[src/rtl/gcf_pkg.sv]
`timescale 1ns / 1ps
// ----------------------------------------------------------------------------
// gcf_pkg
// Shared types, sizes and helpers for the graph canonical form search block.
// ----------------------------------------------------------------------------
package gcf_pkg;

  localparam int MAX_VERTICES         = 10;
  localparam int MAX_SEARCH_NODES_DEF = 54;
  localparam int NSLOT                = MAX_VERTICES + 2;
  localparam int PW                   = $clog2(NSLOT);
  localparam int NUM_W                = 45;
  localparam int ROW_W                = MAX_VERTICES - 1;
  localparam int PAIR_W               = $clog2(MAX_VERTICES * (MAX_VERTICES - 1) / 2 + 1);

  typedef logic [PW-1:0] pos_t;

  // One search tree node as it sits in the node store.
  typedef struct packed {
    logic                    surv;
    logic [NUM_W-1:0]        numv;
    logic [ROW_W-1:0]        rowv;
    pos_t                    cells;
    pos_t [NSLOT-1:0]        bnd;
    pos_t [MAX_VERTICES-1:0] perm;
  } node_t;

  typedef logic [MAX_VERTICES-1:0][MAX_VERTICES-1:0] adj_t;

  typedef struct packed {
    logic start;
    pos_t lv;
    pos_t nv;
    pos_t src;
  } build_req_t;

  typedef enum logic [4:0] {
    S_IDLE, S_ADJ, S_ROOT, S_LV, S_RD, S_LOAD, S_DEG, S_NODE, S_ADV, S_PICK,
    S_BUILD, S_DX_RD, S_DX_LD, S_DY_RD, S_DY_LD, S_MARK, S_DX_NEXT, S_LVEND, S_OUT
  } srch_state_t;

  typedef enum logic [2:0] {
    R_IDLE, R_CELL, R_SCAN, R_CEND, R_NUM, R_DONE
  } bld_state_t;

  function automatic pos_t clamp_pos(int v, int lo, int hi);
    int r;
    r = (v < lo) ? lo : ((v > hi) ? hi : v);
    return pos_t'(r);
  endfunction

endpackage

[src/rtl/gcf_build.sv]
`timescale 1ns / 1ps
// ----------------------------------------------------------------------------
// gcf_build
// Child builder: pins a vertex, splits the later cells one element per cycle
// and forms the permuted number and the fixed-vertex row one row per cycle.
// ----------------------------------------------------------------------------
module gcf_build (
  input  logic                clk,
  input  logic                rst_n,
  input  gcf_pkg::build_req_t req,
  input  gcf_pkg::node_t      base,
  input  gcf_pkg::adj_t       adj,
  output logic                done,
  output gcf_pkg::node_t      child
);
  import gcf_pkg::*;

  bld_state_t state_r, state_nxt;
  node_t ch_r, pinned;
  pos_t [MAX_VERTICES-1:0] nperm_r;
  pos_t [NSLOT-1:0] nb_r, nb_nxt;
  pos_t cnt_r, cnt_nxt, cx_r, sy_r, clo_r, chi_r, wp_r, ones_r, rx_r, lv_r, nv_r;
  logic spass_r;
  logic [NUM_W-1:0] acc_r, acc_nxt;
  logic [ROW_W-1:0] rb;
  pos_t fv, elem, cell_lo, cell_hi, row_v;
  logic cell_big, adj_bit, take, cells_done;

  function automatic node_t pin_fn(node_t t, pos_t lv, pos_t src);
    node_t r;
    pos_t  vert;
    int    strt;
    r      = t;
    r.surv = 1'b0;
    vert   = t.perm[src];
    for (int p = 1; p < MAX_VERTICES; p++) begin
      if (p > int'(lv) - 1 && p <= int'(src)) r.perm[p] = t.perm[p-1];
    end
    r.perm[pos_t'(lv - 1'b1)] = vert;
    strt = (lv > 1) ? int'(t.bnd[pos_t'(lv - 1'b1)]) + 1 : 0;
    if (int'(t.bnd[lv]) - strt + 1 > 1 && int'(t.cells) + 1 < NSLOT) begin
      for (int x = 1; x < NSLOT; x++) begin
        if (x > int'(lv) && x <= int'(t.cells) + 1) r.bnd[x] = t.bnd[x-1];
      end
      r.bnd[lv] = pos_t'(lv - 1'b1);
      r.cells   = pos_t'(t.cells + 1'b1);
    end
    return r;
  endfunction

  assign pinned     = pin_fn(base, req.lv, req.src);
  assign fv         = ch_r.perm[pos_t'(lv_r - 1'b1)];
  assign cells_done = cx_r >= ch_r.cells;
  assign cell_lo    = clamp_pos(int'(ch_r.bnd[cx_r]) + 1, 0, int'(nv_r) - 1);
  assign cell_hi    = clamp_pos(int'(ch_r.bnd[pos_t'(cx_r + 1'b1)]), 0, int'(nv_r) - 1);
  assign cell_big   = cell_hi > cell_lo;
  assign elem       = ch_r.perm[sy_r];
  assign adj_bit    = adj[fv][elem];
  assign take       = spass_r ? !adj_bit : adj_bit;
  assign row_v      = ch_r.perm[rx_r];

  // Boundaries appended after a cell: the split point, then the cell end.
  always_comb begin
    int c;
    nb_nxt = nb_r;
    c      = int'(cnt_r);
    if (state_r == R_CEND && ones_r != '0 &&
        int'(ones_r) < int'(chi_r) - int'(clo_r) + 1 && c + 1 < NSLOT) begin
      nb_nxt[pos_t'(c + 1)] = pos_t'(clo_r + ones_r - 1'b1);
      c++;
    end
    if ((state_r == R_CEND || (state_r == R_CELL && !cells_done && !cell_big)) &&
        c + 1 < NSLOT) begin
      nb_nxt[pos_t'(c + 1)] = ch_r.bnd[pos_t'(cx_r + 1'b1)];
      c++;
    end
    cnt_nxt = pos_t'(c);
  end

  always_comb begin
    rb = '0;
    for (int y = 0; y < MAX_VERTICES; y++) begin
      if (y > int'(rx_r) && y < int'(nv_r)) rb = {rb[ROW_W-2:0], adj[row_v][ch_r.perm[y]]};
    end
    acc_nxt = (acc_r << (nv_r - 1'b1 - rx_r)) | NUM_W'(rb);
  end

  always_comb begin
    state_nxt = state_r;
    case (state_r)
      R_IDLE: if (req.start) state_nxt = R_CELL;
      R_CELL: begin
        if (cells_done) state_nxt = R_NUM;
        else if (cell_big) state_nxt = R_SCAN;
      end
      R_SCAN: if (sy_r == chi_r && spass_r) state_nxt = R_CEND;
      R_CEND: state_nxt = R_CELL;
      R_NUM:  if (rx_r == pos_t'(nv_r - 2'd2)) state_nxt = R_DONE;
      R_DONE: state_nxt = R_IDLE;
      default: state_nxt = R_IDLE;
    endcase
  end

  always_comb begin
    done  = (state_r == R_DONE);
    child = ch_r;
  end

  always_ff @(posedge clk) begin
    if (!rst_n) begin
      state_r <= R_IDLE;
    end else begin
      state_r <= state_nxt;
    end
  end

  always_ff @(posedge clk) begin
    case (state_r)
      R_IDLE: begin
        if (req.start) begin
          ch_r      <= pinned;
          lv_r      <= req.lv;
          nv_r      <= req.nv;
          cx_r      <= req.lv;
          cnt_r     <= req.lv;
          nb_r      <= pinned.bnd;
          nperm_r   <= pinned.perm;
        end
      end
      R_CELL: begin
        if (cells_done) begin
          ch_r.perm  <= nperm_r;
          ch_r.bnd   <= nb_r;
          ch_r.cells <= cnt_r;
          rx_r       <= '0;
          acc_r      <= '0;
        end else if (cell_big) begin
          sy_r    <= cell_lo;
          clo_r   <= cell_lo;
          chi_r   <= cell_hi;
          wp_r    <= cell_lo;
          ones_r  <= '0;
          spass_r <= 1'b0;
        end else begin
          nb_r  <= nb_nxt;
          cnt_r <= cnt_nxt;
          cx_r  <= pos_t'(cx_r + 1'b1);
        end
      end
      R_SCAN: begin
        if (take) begin
          nperm_r[wp_r] <= elem;
          wp_r          <= pos_t'(wp_r + 1'b1);
        end
        if (!spass_r && adj_bit) ones_r <= pos_t'(ones_r + 1'b1);
        if (sy_r == chi_r) begin
          if (!spass_r) begin
            spass_r <= 1'b1;
            sy_r    <= clo_r;
          end
        end else begin
          sy_r <= pos_t'(sy_r + 1'b1);
        end
      end
      R_CEND: begin
        nb_r  <= nb_nxt;
        cnt_r <= cnt_nxt;
        cx_r  <= pos_t'(cx_r + 1'b1);
      end
      R_NUM: begin
        acc_r <= acc_nxt;
        rx_r  <= pos_t'(rx_r + 1'b1);
        if (rx_r == pos_t'(lv_r - 1'b1)) ch_r.rowv <= rb;
        if (rx_r == pos_t'(nv_r - 2'd2)) ch_r.numv <= acc_nxt;
      end
      default: ;
    endcase
  end

endmodule

[config.mk]
export PLATFORM = sky130hd
export DESIGN_NAME = gcf_build
export DESIGN_NICKNAME = d
export VERILOG_FILES = /design/src/rtl/gcf_pkg.sv /design/src/rtl/gcf_build.sv
export SDC_FILE = /design/constraint.sdc
export NUM_CORES = 1
export LEC_CHECK = 0
export ABC_AREA = 1
export BUFFER_PORTS_ARGS = -buffer_cell sky130_fd_sc_hd__buf_2
export CAP_MARGIN = 30
export CELL_PAD_IN_SITES_DETAIL_PLACEMENT = 0
export CELL_PAD_IN_SITES_GLOBAL_PLACEMENT = 1
export CORE_MARGIN = 2
export CORE_UTILIZATION = 38
export DETAILED_ROUTE_END_ITERATION = 12
export GPL_TIMING_DRIVEN = 1
export PLACE_DENSITY = 0.84
export SLEW_MARGIN = 10
export SYNTH_ARGS = -nofsm -noshare
export SYNTH_HDL_FRONTEND = slang
export SYNTH_SLANG_ARGS = --single-unit
[constraint.sdc]
create_clock -name clk -period 8 [get_ports clk]
set_clock_uncertainty 0.15 [all_clocks]
set_input_delay 2 -clock clk [delete_from_list [all_inputs] [get_ports clk]]
set_output_delay 2 -clock clk [all_outputs]
set_load 0.02 [all_outputs]
=== Word-level counts from Yosys, hierarchy flattened ===
Index checks and enable logic that the tools add are counted.

* $add $sub $neg: 26
* Order comparisons: 97
* Eq/ne operators: 21
* Shift operators: 1
* Mux-type cells: 150
* Bitwise gates (word level): 2
* Reduce and logical (&&, ||, !) cells: 69

{| class="wikitable"
|+ Operators by type and width
! operator !! number
|-
| 4-bit 2-to-1 mux || 62
|-
| 48-bit 2-to-1 mux || 5
|-
| 92-bit case mux with 2 select lines || 1
|-
| 146-bit 2-to-1 mux || 1
|-
| 48-bit bitwise mux || 3
|-
| 48-bit case mux with 3 select lines || 1
|-
| 4-bit binary-select mux with 4-bit select || 8
|-
| 4-bit by 32-bit <= comparator with 1-bit output, first input constant || 4
|-
| 4-bit by 5-bit < comparator with 1-bit output, second input constant || 23
|-
| 54-bit case mux with 2 select lines || 1
|-
| 5-bit by 32-bit <= comparator with 1-bit output, first input constant || 3
|-
| 32-bit by 5-bit < comparator with 1-bit output, second input constant || 3
|-
| 92-bit 2-to-1 mux || 1
|-
| 45-bit 2-to-1 mux || 2
|-
| 45-bit case mux with 2 select lines || 1
|-
| 9-bit 2-to-1 mux || 9
|-
| 10-bit binary-select mux with 4-bit select || 2
|-
| 40-bit bitwise mux || 2
|-
| 4-bit demux with 4-bit select || 5
|-
| 40-bit 2-to-1 mux || 2
|-
| 40-bit case mux with 2 select lines || 1
|-
| 3-bit by 32-bit <= comparator with 1-bit output, first input constant || 2
|-
| 52-bit 2-to-1 mux || 1
|-
| 45-bit by 9-bit OR with 45-bit output || 1
|-
| other kinds (66) || 222
|}

* Bits in registers: 323
* Input bits: 262
* Output and inout port bits: 148
* Logic and storage cells: 426

=== Depth between registers and ports, before layout ===
* Word-level depth: 18
* Depth in mapped cells: 36
* Gate-level depth less buffers: 34

=== Worst setup path before layout ===
Ideal clock, no wire load.

* Kind: register -> register
* Start: register cx_r[0]
* End: register cnt_r[0] (enable)
* Setup time: 0.553 ns
* Arrival: 7.823 ns
* Required time: 7.297 ns
* Setup slack: -0.526 ns
* Stages on the path, launching flop included: 26
* Buffers on the path: 3
* Period minus slack after synthesis: 8.526 ns
* Cell sequence: edfxtp_1 ha_1 buf_1 clkbuf_1 o21ai_0 o21ai_0 o211ai_1 nand2_1 clkbuf_1 ha_1 nand2_1 o21ai_0 o21ai_0 inv_1 o22ai_1 o31ai_1 nor2_1 a21oi_1 ha_1 inv_1 nor2_1 o21ai_0 a32oi_1 inv_1 nor2_1 a211oi_1

* Elaborated cells on any way between the ends: 17
* Those cells by class: add/sub (2); order compare (5); eq/ne (2); mux (7); reduce/logical (1)

{| class="wikitable"
|+ RTL lines
! element !! line !! source
|-
| start, declared || gcf_build.sv:22 || <nowiki>pos_t cnt_r, cnt_nxt, cx_r, sy_r, clo_r, chi_r, wp_r, ones_r, rx_r, lv_r, nv_r;</nowiki>
|-
| start signal, assigned || gcf_build.sv:124 || <nowiki>cx_r <= req.lv;</nowiki>
|-
| start signal, assigned || gcf_build.sv:147 || <nowiki>cx_r <= pos_t'(cx_r + 1'b1);</nowiki>
|-
| start signal, assigned || gcf_build.sv:168 || <nowiki>cx_r <= pos_t'(cx_r + 1'b1);</nowiki>
|-
| 4-bit by 1-bit adder with 4-bit output * || gcf_build.sv:55 || <nowiki>assign cell_hi = clamp_pos(int'(ch_r.bnd[pos_t'(cx_r + 1'b1)]), 0, int'(nv_r) - 1);</nowiki>
|-
| 4-bit binary-select mux with 4-bit select * || gcf_build.sv:55 ||
|-
| 4-bit 2-to-1 mux (implied by the code) * || gcf_build.sv:55 ||
|-
| 5-bit > comparator || gcf_pkg.sv:48 || <nowiki>r = (v < lo) ? lo : ((v > hi) ? hi : v);</nowiki>
|-
| 4-bit 2-to-1 mux * || gcf_pkg.sv:48 ||
|-
| via cell_hi[1] || gcf_build.sv:26 || <nowiki>pos_t fv, elem, cell_lo, cell_hi, row_v;</nowiki>
|-
| 4-bit > comparator * || gcf_build.sv:56 || <nowiki>assign cell_big = cell_hi > cell_lo;</nowiki>
|-
| 2-bit inequality test (no line) * || - ||
|-
| 4-bit AND reduction (no line) * || - ||
|-
| end signal, assigned || gcf_build.sv:125 || <nowiki>cnt_r <= req.lv;</nowiki>
|-
| end signal, assigned || gcf_build.sv:146 || <nowiki>cnt_r <= cnt_nxt;</nowiki>
|-
| end signal, assigned || gcf_build.sv:167 || <nowiki>cnt_r <= cnt_nxt;</nowiki>
|-
| end, declared || gcf_build.sv:22 ||
|}

Mark *: on every way through the listed nets, which the timed path passes. The rest lies on a longest branch. The select of a mux whose other input is x is not followed.
A chain may end at the register's enable or synchronous reset.

=== Worst setup path in the final report ===
* Start: input req[8] in the netlist's numbering
* End: register ch_r (netlist bit child[46]) (data pin)

* Longest elaborated chain between the ends: 12
* Elaborated cells on any way between the ends: 25
* Those cells by class: add/sub (4); order compare (5); mux (13); reduce/logical (3)

{| class="wikitable"
|+ RTL lines
! element !! line !! source
|-
| start, declared || gcf_build.sv:10 || <nowiki>input gcf_pkg::build_req_t req,</nowiki>
|-
| 4-bit by 1-bit subtractor with 4-bit output || gcf_build.sv:40, gcf_build.sv:45 ||
|-
| 4-bit binary-select mux with 4-bit select || gcf_build.sv:40 || <nowiki>strt = (lv > 1) ? int'(t.bnd[pos_t'(lv - 1'b1)]) + 1 : 0;</nowiki>
|-
| 4-bit 2-to-1 mux (implied by the code) || gcf_build.sv:40 ||
|-
| 4-bit by 1-bit adder with 5-bit output || gcf_build.sv:40 ||
|-
| 5-bit 2-to-1 mux || gcf_build.sv:40 ||
|-
| 4-bit by 5-bit subtractor with 6-bit output || gcf_build.sv:41 || <nowiki>if (int'(t.bnd[lv]) - strt + 1 > 1 && int'(t.cells) + 1 < NSLOT) begin</nowiki>
|-
| 6-bit by 2-bit adder with 7-bit output || gcf_build.sv:41 ||
|-
| 7-bit by 2-bit > comparator with 1-bit output || gcf_build.sv:41 ||
|-
| 1-bit logical AND || gcf_build.sv:41 ||
|-
| 52-bit 2-to-1 mux * || gcf_build.sv:41 ||
|-
| 146-bit 2-to-1 mux * || gcf_build.sv:120 || <nowiki>if (req.start) begin</nowiki>
|-
| 92-bit case mux with 2 select lines * || gcf_build.sv:118 || <nowiki>case (state_r)</nowiki>
|-
| end signal, assigned || gcf_build.sv:121 || <nowiki>ch_r <= pinned;</nowiki>
|-
| end, declared || gcf_build.sv:19 || <nowiki>node_t ch_r, pinned;</nowiki>
|}

Mark *: on every way between the ends. The rest lies on a longest branch, timed or not. The select of a mux whose other input is x is not followed.

==> out/metrics.cfg <==
[worst_setup_path]
cp-end-kind=flip-flop
reg2reg_from=cx_r[1]
reg2reg_to=nb_r[38]
worst-path-stages=29
worstPathMaxFanout=80
cp_common_cell=inv_1
crit_slowest_cell=o221ai_1
crit_type=in -> reg
slowest_delay_ns=0.41
worstSetupEndpoint=child[46]
reg2reg_depth=27
worst-path-buf-inv=8
required_ns=8.24
crit_arrival_ns=6.96
startpoint=req[8]
cp_top_family=compound AO/OA/AOI/OAI gates
startpoint_type=primary input
r2r_slack_ns=1.51

[finish]
finalNetCount=4488
finalNonFillerCells=5126
area_growth_syn_to_layout_pct=15.0
final_layout_size_suffix_gt1_share_pct=14.8
fillers=7482

[cts]
clk_pin_slew_ns=0.06
cts_num_sinks=323
clk_latency_ns=0.57
cts_max_path_buffers=3
ctsHoldBuffers=0
ctsResizeCount=0
htree_levels=2
numCtsBuffers=38
cts_tree=built
cts-root-buf=clkbuf_16
post_cts_buffers=0

[yosys]
synthesis.nets=4188
synthCells=3845
avgSynthCellArea_um2=7.09
synth_top_flop_cell=edfxtp_1
synthArstFlopShare_pct=0
synth_enable_flop_cells=320
yosysUniqueCellTypes=67
yosys.cell_count.top_type=nand2_1
seq_area_frac_synth_pct=35.5
yosys.area.top_type_share_pct=35.2
synthTopCellsByArea=edfxtp_1, nand2_1, o21ai_0
synth_commonest_cells=nand2_1, o21ai_0, inv_1, nand3_1, edfxtp_1
synth_area_leader_cell=edfxtp_1
synth_seq_cells=323
yosys_warnings=0
syn_area_um2=27300

[floorplan]
dieWidth_um=272
start_util_pct=38.3
rows=98
die_y_um=272
die-area_um2=73900
io_pins=410
core_area_um2=71200

[global_routing]
grt_pass1_wl_um=167000
grt_max_degree=113
track_usage_pct=29.2
antenna_found_initial=13
gr-total-overflow=0
grt_pass1_vias=27000

[timing]
slew_viol_final=0
fin_crit_ns=6.72
fmax_mhz=149
grt_setup_unrepaired=false
period_share_pct=84.0
worstMarginPinSlew_ns=0.982
holdWs_ns=0.354
timing_hold_violations_final=0
slew_headroom_pct=34.0
fin_tns_setup_ns=0
setup_viol=0

[route]
antenna_left=0
dr.pass1.iters=9
avgViaCountPerCell=5.81
drc=0
wl_per_cell_um=22.1
wl_um=113000
first_iter_violations=3851
vias=29800

[job]
drv_cap=0

[outcome]
outcome=finished, final reports clean

[placement]
port-buffer-count=407
hpwl_um=86100
dp.cells=5051
gp_congestion=1.03

[min_path]
hp-start=nperm_r[21]
hold_class=reg -> reg

[tightest hold or removal path: stages (launching register included)]
cell and delay (ns):
edfxtp_1 0.32, nand2_1 0.05, o21ai_0 0.05
[routing by layer]
metal	GRT usage (%)	vias up	routed length (um)
li1	-	14100	-
met1	39.1	13800	46600
met2	47.5	1616	52000
met3	3.82	247	9820
met4	12.1	10	4610
met5	0	-	57
[placed cells by master, fill, tap and decap left out, types with 6 or more instances in the layout]
cell / n
clkbuf_1: 7
buf_4: 48
o21a_1: 8
nand4_1: 42
mux2i_1: 19
nand2_2: 19
a22oi_1: 8
or2_2: 6
a21oi_1: 205
inv_2: 28
o21ai_0: 596
nand2_1: 812
nor3_1: 20
o22ai_1: 50
a32o_1: 6
nor2_1: 303
nor2_2: 7
buf_2: 410
inv_1: 371
o21ai_1: 73
a31oi_1: 17
xnor2_1: 14
xor2_1: 21
diode_2: 7
o221ai_1: 39
nand3_2: 13
nand3_1: 327
ha_1: 77
clkinv_1: 10
clkbuf_16: 39
o211ai_1: 134
mux2_2: 9
edfxtp_1: 320
a221oi_1: 10
[layout make-up]
cell class	count	area [um^2]	share of cell area [%]
inverter	404	1520	4.85
tap	950	1190	3.79
antenna	7	17.5	0.0559
clock buffer	46	1000	3.20
clock inverter	18	160	0.511
sequential	323	9670	30.8
timing repair buffer	463	2500	7.98
multi-input combinational	2915	15300	48.8
[how the worst min path moves through the flow]
stage / to / slack [ns] / depth (start not counted)
finish: child[21] / 0.35 / 2
global placement: child[0] / 0.36 / 2
detailed placement: child[8] / 0.36 / 2
CTS: child[21] / 0.34 / 2
floorplan: child[7] / 0.34 / 2
global route: child[11] / 0.37 / 2
[per-stage QoR]
stage	utilization (%)	cell area (um^2)	setup WS, ns
after floorplan	-	27300	0.829
after global placement	42.2	30100	0.860
after detailed placement	42.3	30100	0.853
after CTS	43.9	31300	1.38
after global routing	44.0	31400	0.890
final	44.0	31400	1.28
[flip-flops by register name (all words and copies together), names as in the netlist]
| name | count |
|---|---|
| cx_r | 4 |
| nperm_r | 40 |
| rx_r | 4 |
| nb_r | 48 |
| lv_r | 4 |
| state_r | 3 |
| wp_r | 4 |
| sy_r | 4 |
| child | 146 |
| cnt_r | 4 |
| clo_r | 4 |
| ones_r | 4 |
| spass_r | 1 |
| nv_r | 4 |
| acc_r | 45 |
| chi_r | 4 |
[cells by family after synthesis]
family                   Yosys count  synth area share, %
AO/OA/AOI/OAI                   1200                 25.2
XOR/XNOR                          38                 1.25
adder cells (fa/ha/maj)           81                 3.83
buffers and inverters            607                 8.79
flip-flops                       323                 35.5
multiplexers                      28                 1.07
other                              1               0.0137
AND/OR/NAND/NOR                 1567                 24.4
Power is not shown: default switching activity piles up to over one toggle a cycle in this logic, so the estimate is an artifact.
